## config.mk

```make
export PLATFORM = sky130hd
export DESIGN_NAME = lmqs_ctrl
export DESIGN_NICKNAME = d
export VERILOG_FILES = /design/src/rtl/lmqs_pkg.sv /design/src/rtl/lmqs_ctrl.sv
export SDC_FILE = /design/constraint.sdc
export NUM_CORES = 1
export LEC_CHECK = 0
export BUFFER_PORTS_ARGS = -buffer_cell sky130_fd_sc_hd__clkbuf_2
export CAP_MARGIN = 20
export CORE_AREA = 2 2 39 41
export CTS_CLUSTER_DIAMETER = 100
export DETAILED_ROUTE_END_ITERATION = 16
export DIE_AREA = 0 0 41 43
export PLACE_DENSITY_LB_ADDON = 0.08
export SLEW_MARGIN = 0
export SYNTH_ARGS = -nofsm -noshare
export SYNTH_HDL_FRONTEND = slang
export SYNTH_SLANG_ARGS = --single-unit
```

## constraint.sdc

```tcl
create_clock -name clk -period 1.9 [get_ports clk]
set_clock_uncertainty 0.2 [all_clocks]
set_input_delay 0.095 -clock clk [delete_from_list [all_inputs] [get_ports clk]]
set_output_delay 0.095 -clock clk [all_outputs]
set_load 0.005 [all_outputs]
```

## src/rtl/lmqs_pkg.sv

```systemverilog
package lmqs_pkg;

  localparam int MAX_LENGTH_DEF = 1024;

  localparam int VAL_W      = 11;
  localparam int LEN_W      = 11;
  localparam int POS_OUT_W  = 11;
  localparam int KIND_RES_W = 2;
  localparam int EPOCH_W    = 8;
  localparam int APB_AW     = 3;
  localparam int APB_DW     = 32;

  // input item kinds
  localparam logic KIND_START = 1'b0;
  localparam logic KIND_REPLY = 1'b1;

  // result kinds
  localparam logic [KIND_RES_W-1:0] RES_QUERY = 2'd0;
  localparam logic [KIND_RES_W-1:0] RES_FOUND = 2'd1;
  localparam logic [KIND_RES_W-1:0] RES_NONE  = 2'd2;
  localparam logic [KIND_RES_W-1:0] RES_UNEXP = 2'd3;

  // register index, taken from paddr[APB_AW-1:2]
  localparam logic REG_LENGTH = 1'b0;

  // position selects
  localparam logic [1:0] POS_ZERO  = 2'd0;
  localparam logic [1:0] POS_MID   = 2'd1;
  localparam logic [1:0] POS_LEFT  = 2'd2;
  localparam logic [1:0] POS_RIGHT = 2'd3;

  typedef struct packed {
    logic                  start;
    logic                  epoch_inc;
    logic                  write_reply;
    logic                  sweep_step;
    logic                  rd_en;
    logic [1:0]            rd_sel;
    logic                  mid_load;
    logic                  vmid_load;
    logic                  vleft_load;
    logic                  set_pending;
    logic                  narrow;
    logic                  out_load;
    logic [KIND_RES_W-1:0] out_kind;
    logic [1:0]            pos_sel;
  } lmqs_cmd_t;

  typedef struct packed {
    logic bounds_crossed;
    logic hit;
    logic left_end;
    logic right_end;
    logic is_min;
    logic awaiting;
    logic epoch_full;
    logic sweep_last;
    logic out_free;
  } lmqs_sts_t;

endpackage

```

## src/rtl/lmqs_ctrl.sv

```systemverilog
module lmqs_ctrl (
  input  logic                clk,
  input  logic                rst_n,
  input  logic                in_valid,
  input  logic                in_kind,
  output logic                in_ready,
  input  lmqs_pkg::lmqs_sts_t sts,
  output lmqs_pkg::lmqs_cmd_t cmd
);

  localparam logic [2:0] ST_SWEEP_RST = 3'd0;
  localparam logic [2:0] ST_IDLE      = 3'd1;
  localparam logic [2:0] ST_SWEEP_ST  = 3'd2;
  localparam logic [2:0] ST_STEP      = 3'd3;
  localparam logic [2:0] ST_RD_M      = 3'd4;
  localparam logic [2:0] ST_RD_L      = 3'd5;
  localparam logic [2:0] ST_RD_R      = 3'd6;
  localparam logic [2:0] ST_UNEXP     = 3'd7;

  logic [2:0] state_r;
  logic [2:0] state_nxt;

  always_ff @(posedge clk) begin
    if (!rst_n) begin
      state_r <= ST_SWEEP_RST;
    end else begin
      state_r <= state_nxt;
    end
  end

  assign in_ready = (state_r == ST_IDLE);

  always_comb begin
    cmd       = '0;
    state_nxt = state_r;
    unique case (state_r)
      ST_SWEEP_RST: begin
        cmd.sweep_step = 1'b1;
        if (sts.sweep_last) begin
          state_nxt = ST_IDLE;
        end
      end
      ST_IDLE: begin
        if (in_valid) begin
          if (in_kind == lmqs_pkg::KIND_START) begin
            cmd.start     = 1'b1;
            cmd.epoch_inc = 1'b1;
            state_nxt     = sts.epoch_full ? ST_SWEEP_ST : ST_STEP;
          end else if (sts.awaiting) begin
            cmd.write_reply = 1'b1;
            state_nxt       = ST_STEP;
          end else begin
            state_nxt = ST_UNEXP;
          end
        end
      end
      ST_SWEEP_ST: begin
        // tags wrapped: wipe them, then move off the reserved epoch
        cmd.sweep_step = 1'b1;
        if (sts.sweep_last) begin
          cmd.epoch_inc = 1'b1;
          state_nxt     = ST_STEP;
        end
      end
      ST_STEP: begin
        if (sts.bounds_crossed) begin
          if (sts.out_free) begin
            cmd.out_load = 1'b1;
            cmd.out_kind = lmqs_pkg::RES_NONE;
            cmd.pos_sel  = lmqs_pkg::POS_ZERO;
            state_nxt    = ST_IDLE;
          end
        end else begin
          cmd.rd_en    = 1'b1;
          cmd.rd_sel   = lmqs_pkg::POS_MID;
          cmd.mid_load = 1'b1;
          state_nxt    = ST_RD_M;
        end
      end
      ST_RD_M: begin
        if (!sts.hit) begin
          if (sts.out_free) begin
            cmd.out_load    = 1'b1;
            cmd.out_kind    = lmqs_pkg::RES_QUERY;
            cmd.pos_sel     = lmqs_pkg::POS_MID;
            cmd.set_pending = 1'b1;
            state_nxt       = ST_IDLE;
          end
        end else begin
          cmd.vmid_load = 1'b1;
          cmd.rd_en     = 1'b1;
          cmd.rd_sel    = lmqs_pkg::POS_LEFT;
          state_nxt     = ST_RD_L;
        end
      end
      ST_RD_L: begin
        if (!(sts.hit || sts.left_end)) begin
          if (sts.out_free) begin
            cmd.out_load    = 1'b1;
            cmd.out_kind    = lmqs_pkg::RES_QUERY;
            cmd.pos_sel     = lmqs_pkg::POS_LEFT;
            cmd.set_pending = 1'b1;
            state_nxt       = ST_IDLE;
          end
        end else begin
          cmd.vleft_load = 1'b1;
          cmd.rd_en      = 1'b1;
          cmd.rd_sel     = lmqs_pkg::POS_RIGHT;
          state_nxt      = ST_RD_R;
        end
      end
      ST_RD_R: begin
        if (!(sts.hit || sts.right_end)) begin
          if (sts.out_free) begin
            cmd.out_load    = 1'b1;
            cmd.out_kind    = lmqs_pkg::RES_QUERY;
            cmd.pos_sel     = lmqs_pkg::POS_RIGHT;
            cmd.set_pending = 1'b1;
            state_nxt       = ST_IDLE;
          end
        end else if (sts.is_min) begin
          if (sts.out_free) begin
            cmd.out_load = 1'b1;
            cmd.out_kind = lmqs_pkg::RES_FOUND;
            cmd.pos_sel  = lmqs_pkg::POS_MID;
            state_nxt    = ST_IDLE;
          end
        end else begin
          cmd.narrow = 1'b1;
          state_nxt  = ST_STEP;
        end
      end
      ST_UNEXP: begin
        if (sts.out_free) begin
          cmd.out_load = 1'b1;
          cmd.out_kind = lmqs_pkg::RES_UNEXP;
          cmd.pos_sel  = lmqs_pkg::POS_ZERO;
          state_nxt    = ST_IDLE;
        end
      end
      default: begin
        state_nxt = ST_SWEEP_RST;
      end
    endcase
  end

endmodule

```

Yosys cells after proc, flatten, opt, wreduce, memory -nomap -nowiden:

Index checks and enable logic that the tools add are counted.

* register bits: 3
* output and inout port bits: 18

* multiplexer cells: 51
* equal/unequal tests: 10
* reduce and logical (&&, ||, !) cells: 5

Operators with widths (number)
* $mux W5: 11
* $mux W3: 14
* $pmux W5 S5: 1
* $pmux W3 S8: 1
* $mux W1: 19
* $eq A3 B3 Y1 const B: 4
* $pmux W3 S3: 1
* $eq A3 B2 Y1 const B: 2
* $ne A2 B2 Y1 const B: 3
* $mux W4: 1
* $eq A3 B1 Y1 const B: 1
* $logic_not A3 Y1: 1
* $pmux W1 S3: 1
* $reduce_and A3 Y1: 1
* $logic_or A1 B1 Y1: 2
* $mux W2: 1
* $pmux W1 S2: 1
* $reduce_or A2 Y1: 1

Depth between registers and ports, before layout:

* depth after elaboration: 4
* mapped depth: 5
* depth with buffers taken out: 4

Worst setup path before layout:

Ideal clock, no wire load.

* kind: register -> output
* from: register state_r[2]
* to: output port cmd[12] (netlist bit)
* data required time: 1.605 ns
* cell stages (with the launch flop): 5
* buffers on the path: 1
* arrival time: 1.088 ns
* slack: 0.517 ns
* cell sequence: dfxtp_1 > buf_4 > nor4bb_1 > or2_1 > nand2b_1

RTL lines
* start: declaration: RTL line lmqs_ctrl.sv:20 `logic [2:0] state_r;`
* start signal: assignment: RTL line lmqs_ctrl.sv:27 `state_r <= state_nxt;`
* end: declaration: RTL line lmqs_ctrl.sv:8 `output lmqs_pkg::lmqs_cmd_t cmd`

==> flow_summary.toml <==
[critical_path]
path_cells = "nor4bb_2, or2_1, nand2b_1, clkbuf_2"
cpMaxStageDelayCell = "dfxtp_1"
crit_type = "flop to output port"
worstSetupStartpointType = "flop"
path_buf_inv = 1
critPathTopFamily = "simple AND/OR/NAND/NOR gates"
max_stage_delay_ps = 530
critPathArrivalTime_ps = 1500
cp.required_ps = 1600
worstSetupEndpointType = "output port"
worst-path-max-fanout = 10

[pwr]
powerDensity_nw_per_um2 = 392
p_leak_uw = 0.000351
swShare_pct = 33.8
seq_power_share_pct = 24.9
vdd_drop_max_mv = 0.148
switchingPower_uw = 98.3
comb_power_share_pct = 35.0
intPower_uw = 192
clkPwrFrac_pct = 40.1

[synthesis]
yosysSeqAreaShare_pct = 11.3
synth_area_leader_cell = "dfxtp_1"
synth_edf_count = 0
synth-main-ff-cell = "dfxtp_1"
ys_async_sr_fraction_pct = 0
synth_nets = 93
synth_top_family_by_area = "simple AND/OR/NAND/NOR gates"
yosysTopAreaCellShare_pct = 11.3
yosysWarningCount = 0
ys_ff_latch = 3
synth_cells = 80
yosysUniqueCellTypes = 31
synth.mux.area_fraction_pct = 0
syn_area_per_cell_um2 = 6.62
syn_area_um2 = 529
synth_fa_ha_area_share_pct = 0
synth-simple-area-share_pct = 47.8
synth-compound-area-share_pct = 27.7
yosys-top-cells-area = "dfxtp_1, a21oi_1, nand2b_1, nor2_1, nor3_1"
synth_xor_area_share_pct = 1.65

[grt]
grt_max_degree = 18
grt_pass1_wl_um = 2390
grt_pass1_vias = 573
grt_overflow_total = 0
grt_use_total_pct = 19.1
antenna_found_initial = 0

[routing]
drt_pass1_iterations = 4
post-route-drc-count = 0
ant_nets = 0
vias_per_cell = 5.21
routedWlPerCell_um = 11.6
drt-total-wl_um = 1510
num_vias = 677
first_iter_violations = 17

[cells_and_area]
largest_register_ffs = 3
finalNonFillerCells = 130
regMostFlops = "state_r"
area_delta_synth_final_pct = 40.0
nNetsFinal = 128
layout-drive-gt1-share_pct = 41.2
top_regs = "state_r (3)"
diodes = 0

[sta]
setup_violations = 0
final.period_utilization_pct = 94.7
tightestPinTransition_ps = 362
fmax_ghz = 0.556
layout_min_cycle_time_ps = 1800
slew_violations = 0
maxSlewHeadroom_pct = 75.8
fin_setup_tns_ps = 0
hold_violations = 0
grt_setup_unrepaired = "no"

[floorplanning]
rows = 14
chipHeight_um = 43
start_util_pct = 38.2
io_pins = 31
die-area_um2 = 1760
fp.dieW_um = 41
coreArea_um2 = 1380

[placed_design]
dp_hpwl_um = 1140
dp.cells = 124
portBuffers = 30
place_congestion = 0.787

[job]
maxCapViolCount = 0

[cts]
clkSlewWorstSetupHoldPaths_ps = 40
clock-sinks = 3
root_buffer = "clkbuf_4"
clk_path_buf_depth = 2
cts.htree.levels = 1
cts_made_buffers = 3
clkLatencyLatePin_ps = 240
cts_tree = "done"
cts_setup_buffers = 0

[outcome]
status = "complete, no violations"

[worst_hold_path]
hp-class = "input port to flop"
[worst min-delay path: stages]
cell and delay, ps:
clkbuf_2 90, o31ai_1 60, a21oi_1 180, nor3_2 50
[cell type report]
cell class	instances	area, um^2
clock buffer	4	26.3
timing repair buffer	37	208
multi-input combinational	67	414
tap	16	20.0
sequential	3	61.3
inverter	3	11.3
fill	154	643
[cells in the mapped netlist (all sizes together), types with 2 or more instances]
| library cell | n |
|---|---|
| o22ai | 3 |
| nand2 | 6 |
| o31ai | 2 |
| nand2b | 6 |
| a21oi | 10 |
| o21ai | 5 |
| and4 | 2 |
| inv | 3 |
| nand3 | 2 |
| nor2b | 2 |
| nor2 | 11 |
| dfxtp | 3 |
| nor3 | 8 |
| buf | 7 |
[power groups by stage]
stage	combinational (uW)	sequential, uW	clock, uW
floorplan	64.7	70.3	0
global placement	97.8	72.9	0
detailed placement	97.7	72.8	0
CTS	102	72.0	120
global route	115	73.0	120
finish	102	72.3	117
[routing by layer]
metal / track usage (%) / vias to the layer above / wire length [um]
met1: 25.5 / 297 / 684
met3: 1.57 / 2 / 84
met2: 30.0 / 22 / 720
li1: - / 356 / -
met4: 8.00 / 0 / 15
met5: 0 / - / 0
[worst paths after layout]
| path | from | cells after the start | endpoint | slack, ps |
|---|---|---|---|---|
| worst max-delay path | state_r[2]$_SDFFE_PN0P_ | 4 | cmd[12] | 100 |
| worst min-delay path | sts[3] | 4 | state_r[2]$_SDFFE_PN0P_ | 70 |
| worst max register to register | state_r[2]$_SDFFE_PN0P_ | 4 | state_r[0]$_SDFFE_PN0P_ | 370 |
| worst min register to register | state_r[2]$_SDFFE_PN0P_ | 2 | state_r[2]$_SDFFE_PN0P_ | 500 |
[cells by family (layout without fill, tap and decap cells)]
kind of cell              count (synthesis)  after routing
DFF                                       3              3
buffers and inverters                    10             44
and+or+nand+nor                          42             42
AOI/OAI and AO/OA                        24             24
xor gates and xnor gates                  1              1
[metrics by stage]
stage | total power, uW | cell area, um^2 | util (%) | worst slack, ps | hold slack, ps
6_report | 291 | 741 | 53.5 | 101 | 74.0
5_1_grt | 307 | 741 | 53.5 | 4.91 | 119
4_1_cts | 294 | 734 | 53.1 | 54.1 | 68.9
3_5_place_dp | 171 | 687 | 49.6 | 184 | 158
3_3_place_gp | 171 | 687 | 49.6 | 207 | 153
2_1_floorplan | 135 | 529 | - | 517 | 26.2
[cells in the final DEF (no fill, tap or decap), types with 2 or more instances in the layout]
cell type      synthesis  final
nand3_1                2      2
dfxtp_1                3      2
a21oi_1               10     10
nand2_1                6      6
inv_1                  2      2
nor2_1                 9      9
o21ai_1                2      2
clkbuf_2               0     30
nor2_2                 2      2
o21ai_0                3      3
nor2b_1                2      2
nor3_2                 2      2
clkbuf_4               0      3
o22ai_1                3      3
nand2b_1               6      6
nor3_1                 6      6
buf_4                  1      5
o31ai_1                2      2
dlygate4sd3_1          0      2
[repair_timing]
| action | in CTS | in global routing |
|---|---|---|
| hold endpoints to repair | 3 | 0 |
| hold buffers | 2 | 0 |
| setup endpoints to repair | 1 | 1 |
| resized for setup | 1 | 1 |
Note: power is estimated with default switching activity, not from simulation.
